## src/design/spr_pkg.sv

```systemverilog
// Package for the SLIP packet receiver: framing codes, packet types, size table, result type.
`timescale 1ns / 1ps
`default_nettype none

package spr_pkg;

	// Default frame buffer size in bytes
	localparam int BUFFER_BYTES_DEF = 32;

	// SLIP framing codes
	localparam logic [7:0] SLIP_END     = 8'hC0;
	localparam logic [7:0] SLIP_ESC     = 8'hDB;
	localparam logic [7:0] SLIP_ESC_END = 8'hDC;
	localparam logic [7:0] SLIP_ESC_ESC = 8'hDD;

	// Number of packet types and the longest valid frame (calibration)
	localparam int          TYPE_COUNT  = 17;
	localparam int          STORE_BYTES = 25;
	localparam int          STORE_IDX_W = $clog2(STORE_BYTES);
	localparam int          TYPE_W      = 5;
	localparam int          SIZE_W      = 5;
	localparam int          CAL_WORDS   = 6;

	// Packet type codes that carry a payload
	localparam logic [TYPE_W-1:0] TYPE_COLOR  = 5'd6;
	localparam logic [TYPE_W-1:0] TYPE_BLINK  = 5'd7;
	localparam logic [TYPE_W-1:0] TYPE_IR     = 5'd8;
	localparam logic [TYPE_W-1:0] TYPE_STREAM = 5'd9;
	localparam logic [TYPE_W-1:0] TYPE_CALIB  = 5'd12;
	localparam logic [TYPE_W-1:0] TYPE_DDR    = 5'd13;
	localparam logic [TYPE_W-1:0] TYPE_PORT   = 5'd14;
	localparam logic [TYPE_W-1:0] TYPE_POWER  = 5'd15;

	// Bytes of the current frame that can take part in a valid packet
	typedef logic [STORE_BYTES-1:0][7:0] frame_bytes_t;

	// One decoded packet
	typedef struct packed {
		logic [TYPE_W-1:0]           packet_type;
		logic [7:0]                  color_0;
		logic [7:0]                  color_1;
		logic [7:0]                  color_2;
		logic [7:0]                  port_bits;
		logic [CAL_WORDS-1:0][31:0]  cal_word;
	} result_t;

	// Exact frame length, type byte included, for each packet type
	function automatic logic [SIZE_W-1:0] type_size(input logic [TYPE_W-1:0] kind);
		logic [SIZE_W-1:0] size;
		unique case (kind) inside
			TYPE_COLOR, TYPE_BLINK:                        size = 5'd4;
			TYPE_IR, TYPE_STREAM, TYPE_DDR, TYPE_PORT,
			TYPE_POWER:                                    size = 5'd2;
			TYPE_CALIB:                                    size = 5'd25;
			default:                                       size = 5'd1;
		endcase
		return size;
	endfunction

endpackage

`default_nettype wire

```

## src/design/spr_deframer.sv

```systemverilog
// SLIP deframer: escape flag, frame length counter and frame byte store.
`timescale 1ns / 1ps
`default_nettype none

module spr_deframer
	import spr_pkg::*;
#(
	parameter int BUFFER_BYTES = BUFFER_BYTES_DEF,
	localparam int LEN_W       = $clog2(BUFFER_BYTES + 1)
) (
	input  wire logic             clk,
	input  wire logic             arst_n,
	input  wire logic             accept,
	input  wire logic [7:0]       rx_byte,
	output logic                  frame_end,
	output logic [LEN_W-1:0]      frame_len,
	output frame_bytes_t          frame_bytes
);

	logic              escape_q;
	logic [LEN_W-1:0]  len_q;
	frame_bytes_t      store_q;
	logic              is_end;
	logic              is_esc;
	logic [7:0]        data_byte;

	// Classify the incoming word and undo escaping
	always_comb begin
		is_end    = (rx_byte == SLIP_END);
		is_esc    = (rx_byte == SLIP_ESC);
		data_byte = rx_byte;
		if (escape_q && rx_byte == SLIP_ESC_END) begin
			data_byte = SLIP_END;
		end else if (escape_q && rx_byte == SLIP_ESC_ESC) begin
			data_byte = SLIP_ESC;
		end
	end

	// Advance escape flag and length; drop the frame on END or overflow
	always_ff @(posedge clk or negedge arst_n) begin
		if (!arst_n) begin
			escape_q <= 1'b0;
			len_q    <= '0;
		end else if (accept) begin
			escape_q <= is_esc;
			if (is_end) begin
				len_q <= '0;
			end else if (!is_esc) begin
				if (len_q == LEN_W'(BUFFER_BYTES)) begin
					len_q <= '0;
				end else begin
					len_q <= len_q + 1'b1;
				end
			end
		end
	end

	// Hold only the bytes a valid packet can use
	always_ff @(posedge clk) begin
		if (accept && !is_end && !is_esc && len_q < LEN_W'(STORE_BYTES)) begin
			store_q[len_q[STORE_IDX_W-1:0]] <= data_byte;
		end
	end

	assign frame_end   = accept && is_end;
	assign frame_len   = len_q;
	assign frame_bytes = store_q;

endmodule

`default_nettype wire

```

## src/design/spr_frame_check.sv

```systemverilog
// Frame check: validates type and length of a closed frame and extracts its payload.
`timescale 1ns / 1ps
`default_nettype none

module spr_frame_check
	import spr_pkg::*;
#(
	parameter int BUFFER_BYTES = BUFFER_BYTES_DEF,
	localparam int LEN_W       = $clog2(BUFFER_BYTES + 1)
) (
	input  wire logic             frame_end,
	input  wire logic [LEN_W-1:0] frame_len,
	input  wire frame_bytes_t     frame_bytes,
	output logic                  pkt_valid,
	output result_t               pkt
);

	logic [7:0]        kind_byte;
	logic [TYPE_W-1:0] kind;
	logic              type_ok;

	assign kind_byte = frame_bytes[0];
	assign kind      = kind_byte[TYPE_W-1:0];
	assign type_ok   = kind_byte < 8'(TYPE_COUNT);

	// Accept only a non-empty frame of the exact size for its type
	assign pkt_valid = frame_end && (frame_len != '0) && type_ok &&
		(frame_len == LEN_W'(type_size(kind)));

	// Pick the payload fields this type sets; zero the rest
	always_comb begin
		pkt             = '0;
		pkt.packet_type = kind;
		case (kind) inside
			TYPE_COLOR, TYPE_BLINK: begin
				pkt.color_0 = frame_bytes[1];
				pkt.color_1 = frame_bytes[2];
				pkt.color_2 = frame_bytes[3];
			end
			TYPE_IR, TYPE_STREAM, TYPE_DDR, TYPE_PORT, TYPE_POWER: begin
				pkt.port_bits = frame_bytes[1];
			end
			TYPE_CALIB: begin
				for (int j = 0; j < CAL_WORDS; j++) begin
					pkt.cal_word[j] = {frame_bytes[1 + 4 * j], frame_bytes[2 + 4 * j],
						frame_bytes[3 + 4 * j], frame_bytes[4 + 4 * j]};
				end
			end
			default: begin
			end
		endcase
	end

endmodule

`default_nettype wire

```

## src/design/spr_out_buf.sv

```systemverilog
// Result register with a skid stage between the frame check and the output channel.
`timescale 1ns / 1ps
`default_nettype none

module spr_out_buf
	import spr_pkg::*;
(
	input  wire logic    clk,
	input  wire logic    arst_n,
	input  wire logic    push,
	input  wire result_t push_data,
	output logic         full,
	output logic         out_valid,
	input  wire logic    out_stall,
	output result_t      out_data
);

	logic    main_v_q;
	logic    skid_v_q;
	result_t main_q;
	result_t skid_q;
	logic    take;

	assign take = main_v_q && !out_stall;

	// Track occupancy of result and skid registers
	always_ff @(posedge clk or negedge arst_n) begin
		if (!arst_n) begin
			main_v_q <= 1'b0;
			skid_v_q <= 1'b0;
		end else if (take) begin
			if (skid_v_q) begin
				skid_v_q <= 1'b0;
			end else begin
				main_v_q <= push;
			end
		end else if (push) begin
			if (main_v_q) begin
				skid_v_q <= 1'b1;
			end else begin
				main_v_q <= 1'b1;
			end
		end
	end

	// Move payload: refill from skid first, else load the new word
	always_ff @(posedge clk) begin
		if (take) begin
			if (skid_v_q) begin
				main_q <= skid_q;
			end else if (push) begin
				main_q <= push_data;
			end
		end else if (push) begin
			if (main_v_q) begin
				skid_q <= push_data;
			end else begin
				main_q <= push_data;
			end
		end
	end

	assign full      = skid_v_q;
	assign out_valid = main_v_q;
	assign out_data  = main_q;

endmodule

`default_nettype wire

```

## src/design/slip_packet_receiver.sv

```systemverilog
// Top level of the SLIP packet receiver: deframer, frame check and result buffer.
//
//  channel | signals                          | direction | word
//  --------+----------------------------------+-----------+------------------------------
//  in      | in_valid, in_stall, rx_byte      | into      | one raw serial byte
//  out     | out_valid, out_stall, packet_*   | out of    | one decoded packet
//
// One byte is taken every cycle while in_stall is low. A valid packet closed by a taken END
// byte is registered in the result register, or in the skid register if the result one is full.
// The frame check is a single combinational pass over the stored frame bytes. in_stall
// rises only when both result and skid registers hold a packet. Reset clears the escape
// flag, the length and the output valid bits; the frame byte store is not cleared.
`timescale 1ns / 1ps
`default_nettype none

module slip_packet_receiver
	import spr_pkg::*;
#(
	parameter int BUFFER_BYTES = BUFFER_BYTES_DEF,
	localparam int LEN_W       = $clog2(BUFFER_BYTES + 1)
) (
	input  wire logic        clk,
	input  wire logic        arst_n,
	input  wire logic        in_valid,
	output logic             in_stall,
	input  wire logic [7:0]  rx_byte,
	output logic             out_valid,
	input  wire logic        out_stall,
	output logic [4:0]       packet_type,
	output logic [7:0]       color_0,
	output logic [7:0]       color_1,
	output logic [7:0]       color_2,
	output logic [7:0]       port_bits,
	output logic [31:0]      cal_word_0,
	output logic [31:0]      cal_word_1,
	output logic [31:0]      cal_word_2,
	output logic [31:0]      cal_word_3,
	output logic [31:0]      cal_word_4,
	output logic [31:0]      cal_word_5
);

	logic             accept;
	logic             frame_end;
	logic [LEN_W-1:0] frame_len;
	frame_bytes_t     frame_bytes;
	logic             pkt_valid;
	result_t          pkt;
	logic             buf_full;
	result_t          out_data;

	assign accept   = in_valid && !in_stall;
	assign in_stall = buf_full;

	spr_deframer #(
		.BUFFER_BYTES (BUFFER_BYTES)
	) u_deframer (
		.clk         (clk),
		.arst_n      (arst_n),
		.accept      (accept),
		.rx_byte     (rx_byte),
		.frame_end   (frame_end),
		.frame_len   (frame_len),
		.frame_bytes (frame_bytes)
	);

	spr_frame_check #(
		.BUFFER_BYTES (BUFFER_BYTES)
	) u_frame_check (
		.frame_end   (frame_end),
		.frame_len   (frame_len),
		.frame_bytes (frame_bytes),
		.pkt_valid   (pkt_valid),
		.pkt         (pkt)
	);

	spr_out_buf u_out_buf (
		.clk       (clk),
		.arst_n    (arst_n),
		.push      (pkt_valid),
		.push_data (pkt),
		.full      (buf_full),
		.out_valid (out_valid),
		.out_stall (out_stall),
		.out_data  (out_data)
	);

	// Fan the packet out to its ports
	assign packet_type = out_data.packet_type;
	assign color_0     = out_data.color_0;
	assign color_1     = out_data.color_1;
	assign color_2     = out_data.color_2;
	assign port_bits   = out_data.port_bits;
	assign cal_word_0  = out_data.cal_word[0];
	assign cal_word_1  = out_data.cal_word[1];
	assign cal_word_2  = out_data.cal_word[2];
	assign cal_word_3  = out_data.cal_word[3];
	assign cal_word_4  = out_data.cal_word[4];
	assign cal_word_5  = out_data.cal_word[5];

endmodule

`default_nettype wire
```

## config.mk

```make
export PLATFORM = sky130hd
export DESIGN_NAME = slip_packet_receiver
export DESIGN_NICKNAME = d
export VERILOG_FILES = /design/src/design/spr_pkg.sv /design/src/design/spr_deframer.sv /design/src/design/spr_frame_check.sv /design/src/design/spr_out_buf.sv /design/src/design/slip_packet_receiver.sv
export SDC_FILE = /design/constraint.sdc
export NUM_CORES = 1
export LEC_CHECK = 0
export ABC_AREA = 1
export BUFFER_PORTS_ARGS = -buffer_cell sky130_fd_sc_hd__clkbuf_2
export CORE_MARGIN = 2
export CORE_UTILIZATION = 50
export CTS_CLUSTER_DIAMETER = 80
export DETAILED_ROUTE_END_ITERATION = 8
export PLACE_DENSITY = 0.69
export SYNTH_ARGS = -nofsm -noshare
export SYNTH_HDL_FRONTEND = slang
export SYNTH_HIERARCHICAL = 1
export SYNTH_SLANG_ARGS = --single-unit
```

## constraint.sdc

```tcl
create_clock -name clk -period 16.8 [get_ports clk]
set_clock_uncertainty 0.2 [all_clocks]
set_input_delay 0.84 -clock clk [delete_from_list [all_inputs] [get_ports clk]]
set_output_delay 0.84 -clock clk [all_outputs]
set_load 0.01 [all_outputs]
```

==> metrics <==
outcome=finished clean; I/O Pins=243; Clk pin slew, worst setup/hold paths=roughly 0.060 ns; post-layout min period=between 5 and 6 ns; crit end category=register; most frequent cells in the layout=edfxtp_1, nand2_1, clkbuf_2, nand4_1, inv_1; max incr delay on CP=roughly 0.95 ns; slew at the pin closest to its max-slew limit=1.23 ns; Area after DPL=roughly 0.029 mm^2; Pre-antenna DRT Iters=7; Die Ht=241 um; largest net degree at the start of global routing=around 180; RSZ-0062 raised after global routing=false; Final Non-Filler Cells=3,126; Worst Hold Class=register to register; Max Fclk=a little under 200 MHz; critical path peak fanout=about 150; num rows=86; CTS tree=built; mapped cell area=between 0.02 and 0.03 mm^2; Final HPWL DP=around 36,000 um; reg2reg setup slack=between 10 and 15 ns; Power Dens Cells=around 120 mW/mm^2; Post-synth EDFFs=658; syn nets=approximately 2.2k; period utilization=between 30 and 40%; Setup crit end=u_out_buf/out_data[101]$_DFFE_PP_; first-pass GRT wire length=about 93,000 um; placer congestion estimate=0.848; leak pwr=12.2 nW; design area=around 0.032 mm^2; number of hold violations in the final report=0; GRT Total Usage=21.1%; Data arrival, critical path=5.12 ns; Total Wirelength=around 62,000 um; critical path required time=16.82 ns; clk_lat worst skew=~0.62 ns; Clock Path Buffers=3; crit path max-delay cell type=buf_4; worst flop-to-flop path endpoint=u_out_buf/out_data[101]$_DFFE_PP_; Layout area overhead=13.1%; Remaining DRCs=0; synth unique cells=28; Num CTS Buffers=70; syn_area_per_cell=approximately 13 um^2; Nets=~2.3k; top_reg_cell synth=edfxtp_1; antenna diode count=0; Crit. Startpoint=u_deframer/frame_bytes[2]$_DFFE_PP_; grt total ovfl=0; vias in the first global route=16.0k; # Post-CTS Setup Buffers=0; Seq/Total Area, Yosys=a little under three quarters; Port Buffer Count=between 200 and 250; crit-path cells=nand2_2 > nor2_4 > nand2_8 > buf_4 > nand3_1 > nand2_1 > nand3_1 > nor2_1 > inv_1 > nand2_1 > nand2_1 > inv_8 > buf_4; Reg-to-Reg Start=u_deframer/frame_bytes[2]$_DFFE_PP_; Initial Utilization=between 50 and 60%; maximum vdd drop=0.0766 mV; initial antenna violation count=1; die width=roughly 240 um; WS Path Type=register to register; core region area=roughly 0.055 mm^2; CTS root buffer=clkbuf_16; layout cells sized above 1=between 20 and 25%; Vias/cell=approximately 5.3; cells on worst reg2reg path=13; synthesized flop and latch total=roughly 670; Final ANT Viol Nets=0; Fin Setup TNS=0 ns; most common cell after layout, fill and taps aside=edfxtp_1; worst hold-check slack=between 0.3 and 0.4 ns; # clock sinks=approximately 670; cell count after placement=around 3.0k; Slew Viols, Final=0; via count=approximately 17k; initial detailed-routing violation count=1,717; Critical Path Source Type=register; Util after Layout=~57%; Rel. slew slack=between 10% and 20%; H-tree levels=3; Final Setup Violations=0; WL per Instance=19.8 um; cell mode on critical path=nand2_1; asr flop ratio synth=around 1.3%; Die ar.=0.0582 mm^2; Post-Synthesis Cells=2,134; Max Cap Violations=0; post-CTS resize count=0; Ys Warns=6
-- synth_stat cells (2+ instances only) --
library cell | number | area, um^2
buf_2 | 89 | 445
inv_2 | 4 | 15.0
inv_1 | 222 | 833
nand2_2 | 3 | 18.8
buf_12 | 19 | 380
nor3_1 | 9 | 45.0
dfrtp_1 | 9 | 225
nand3_1 | 14 | 70.1
a21oi_1 | 4 | 20.0
edfxtp_1 | 658 | 19800
nand4_1 | 232 | 1450
nand3b_1 | 2 | 15.0
nor2_4 | 183 | 2060
clkbuf_1 | 19 | 71.3
o21ai_0 | 3 | 15.0
nor2_1 | 77 | 289
nor2_2 | 23 | 144
buf_4 | 9 | 67.6
nand2_1 | 538 | 2020
buf_6 | 5 | 56.3
ha_1 | 5 | 62.6
-- how the worst min path moves through the flow --
stage	start	to	depth (start not counted)
after floorplan	u_deframer/escape_q$_DFFE_PN0P_	u_deframer/escape_q$_DFFE_PN0P_	2
after global routing	u_deframer/frame_bytes[0]$_DFFE_PP_	u_out_buf/skid_q[224]$_DFFE_PP_	0
final	u_deframer/escape_q$_DFFE_PN0P_	u_deframer/escape_q$_DFFE_PN0P_	2
after detailed placement	u_deframer/frame_bytes[0]$_DFFE_PP_	u_out_buf/skid_q[224]$_DFFE_PP_	0
after global placement	u_deframer/frame_bytes[0]$_DFFE_PP_	u_out_buf/skid_q[224]$_DFFE_PP_	0
after CTS	u_deframer/escape_q$_DFFE_PN0P_	u_deframer/escape_q$_DFFE_PN0P_	2
-- sequential cells by signal (all words and copies together) (netlist names) --
signal / count
u_out_buf/out_data: 229
u_out_buf/skid_q: 229
u_deframer/frame_bytes: 200
u_deframer/frame_len: 6
u_deframer/escape_q: 1
u_out_buf/full: 1
u_out_buf/out_valid: 1
-- through the flow --
stage / total power [mW] / setup slack (ns)
6_report: 3.66 / 11.70
5_1_grt: 3.77 / 11.25
3_3_place_gp: 2.11 / 11.45
4_1_cts: 3.69 / 11.42
3_5_place_dp: 2.11 / 11.37
2_1_floorplan: 2.07 / 4.53
-- kinds of logic (layout without fill, tap and decap cells) --
| logic type | after synthesis | in the layout | synth area share, % |
|---|---|---|---|
| adders and majority gates | 5 | 5 | 0.222 |
| AOI/OAI and AO/OA | 8 | 8 | 0.156 |
| and+or+nand+nor | 1086 | 1086 | 21.9 |
| DFF | 667 | 667 | 71.0 |
| buffers and inverters | 368 | 612 | 6.70 |
-- per-layer routing --
metal / track usage [%] / vias up / part of all wire (%)
met5: 0 / - / 0.018
met4: 9.48 / 2 / 3.6
met3: 3.95 / 115 / 6.9
met2: 33.9 / 648 / 48
met1: 28.3 / 8180 / 41
li1: - / 7685 / -
-- where the power goes --
part / internal (mW) / total [mW] / switching, mW
combinational: 0.0453 / 0.202 / 0.157
clock: 0.932 / 1.58 / 0.648
sequential: 1.85 / 1.88 / 0.0270
total: 2.83 / 3.66 / 0.831
-- critical path: cells and delay by family, from the launching register on --
kind / cells / cell delay (ns)
and+or+nand+nor: 9 / 1.35
DFF: 1 / 0.51
buffers and inverters: 4 / 2.53
-- area by class of cell --
type	count	area [um^2]
clock buffers	84	1800
flip-flops and latches	667	20000
well taps	748	936
multi-input cells	1099	6320
repair buffers	257	1360
inverters	226	861
clock inverters	45	546
fillers	4376	23600
-- repair_timing --
item                                    4_1_cts  5_1_grt
endpoints found under the setup margin        0        0
hold endpoints to repair                      9        0
hold buffers                                  1        0
Power figures use the tool's default switching activity.
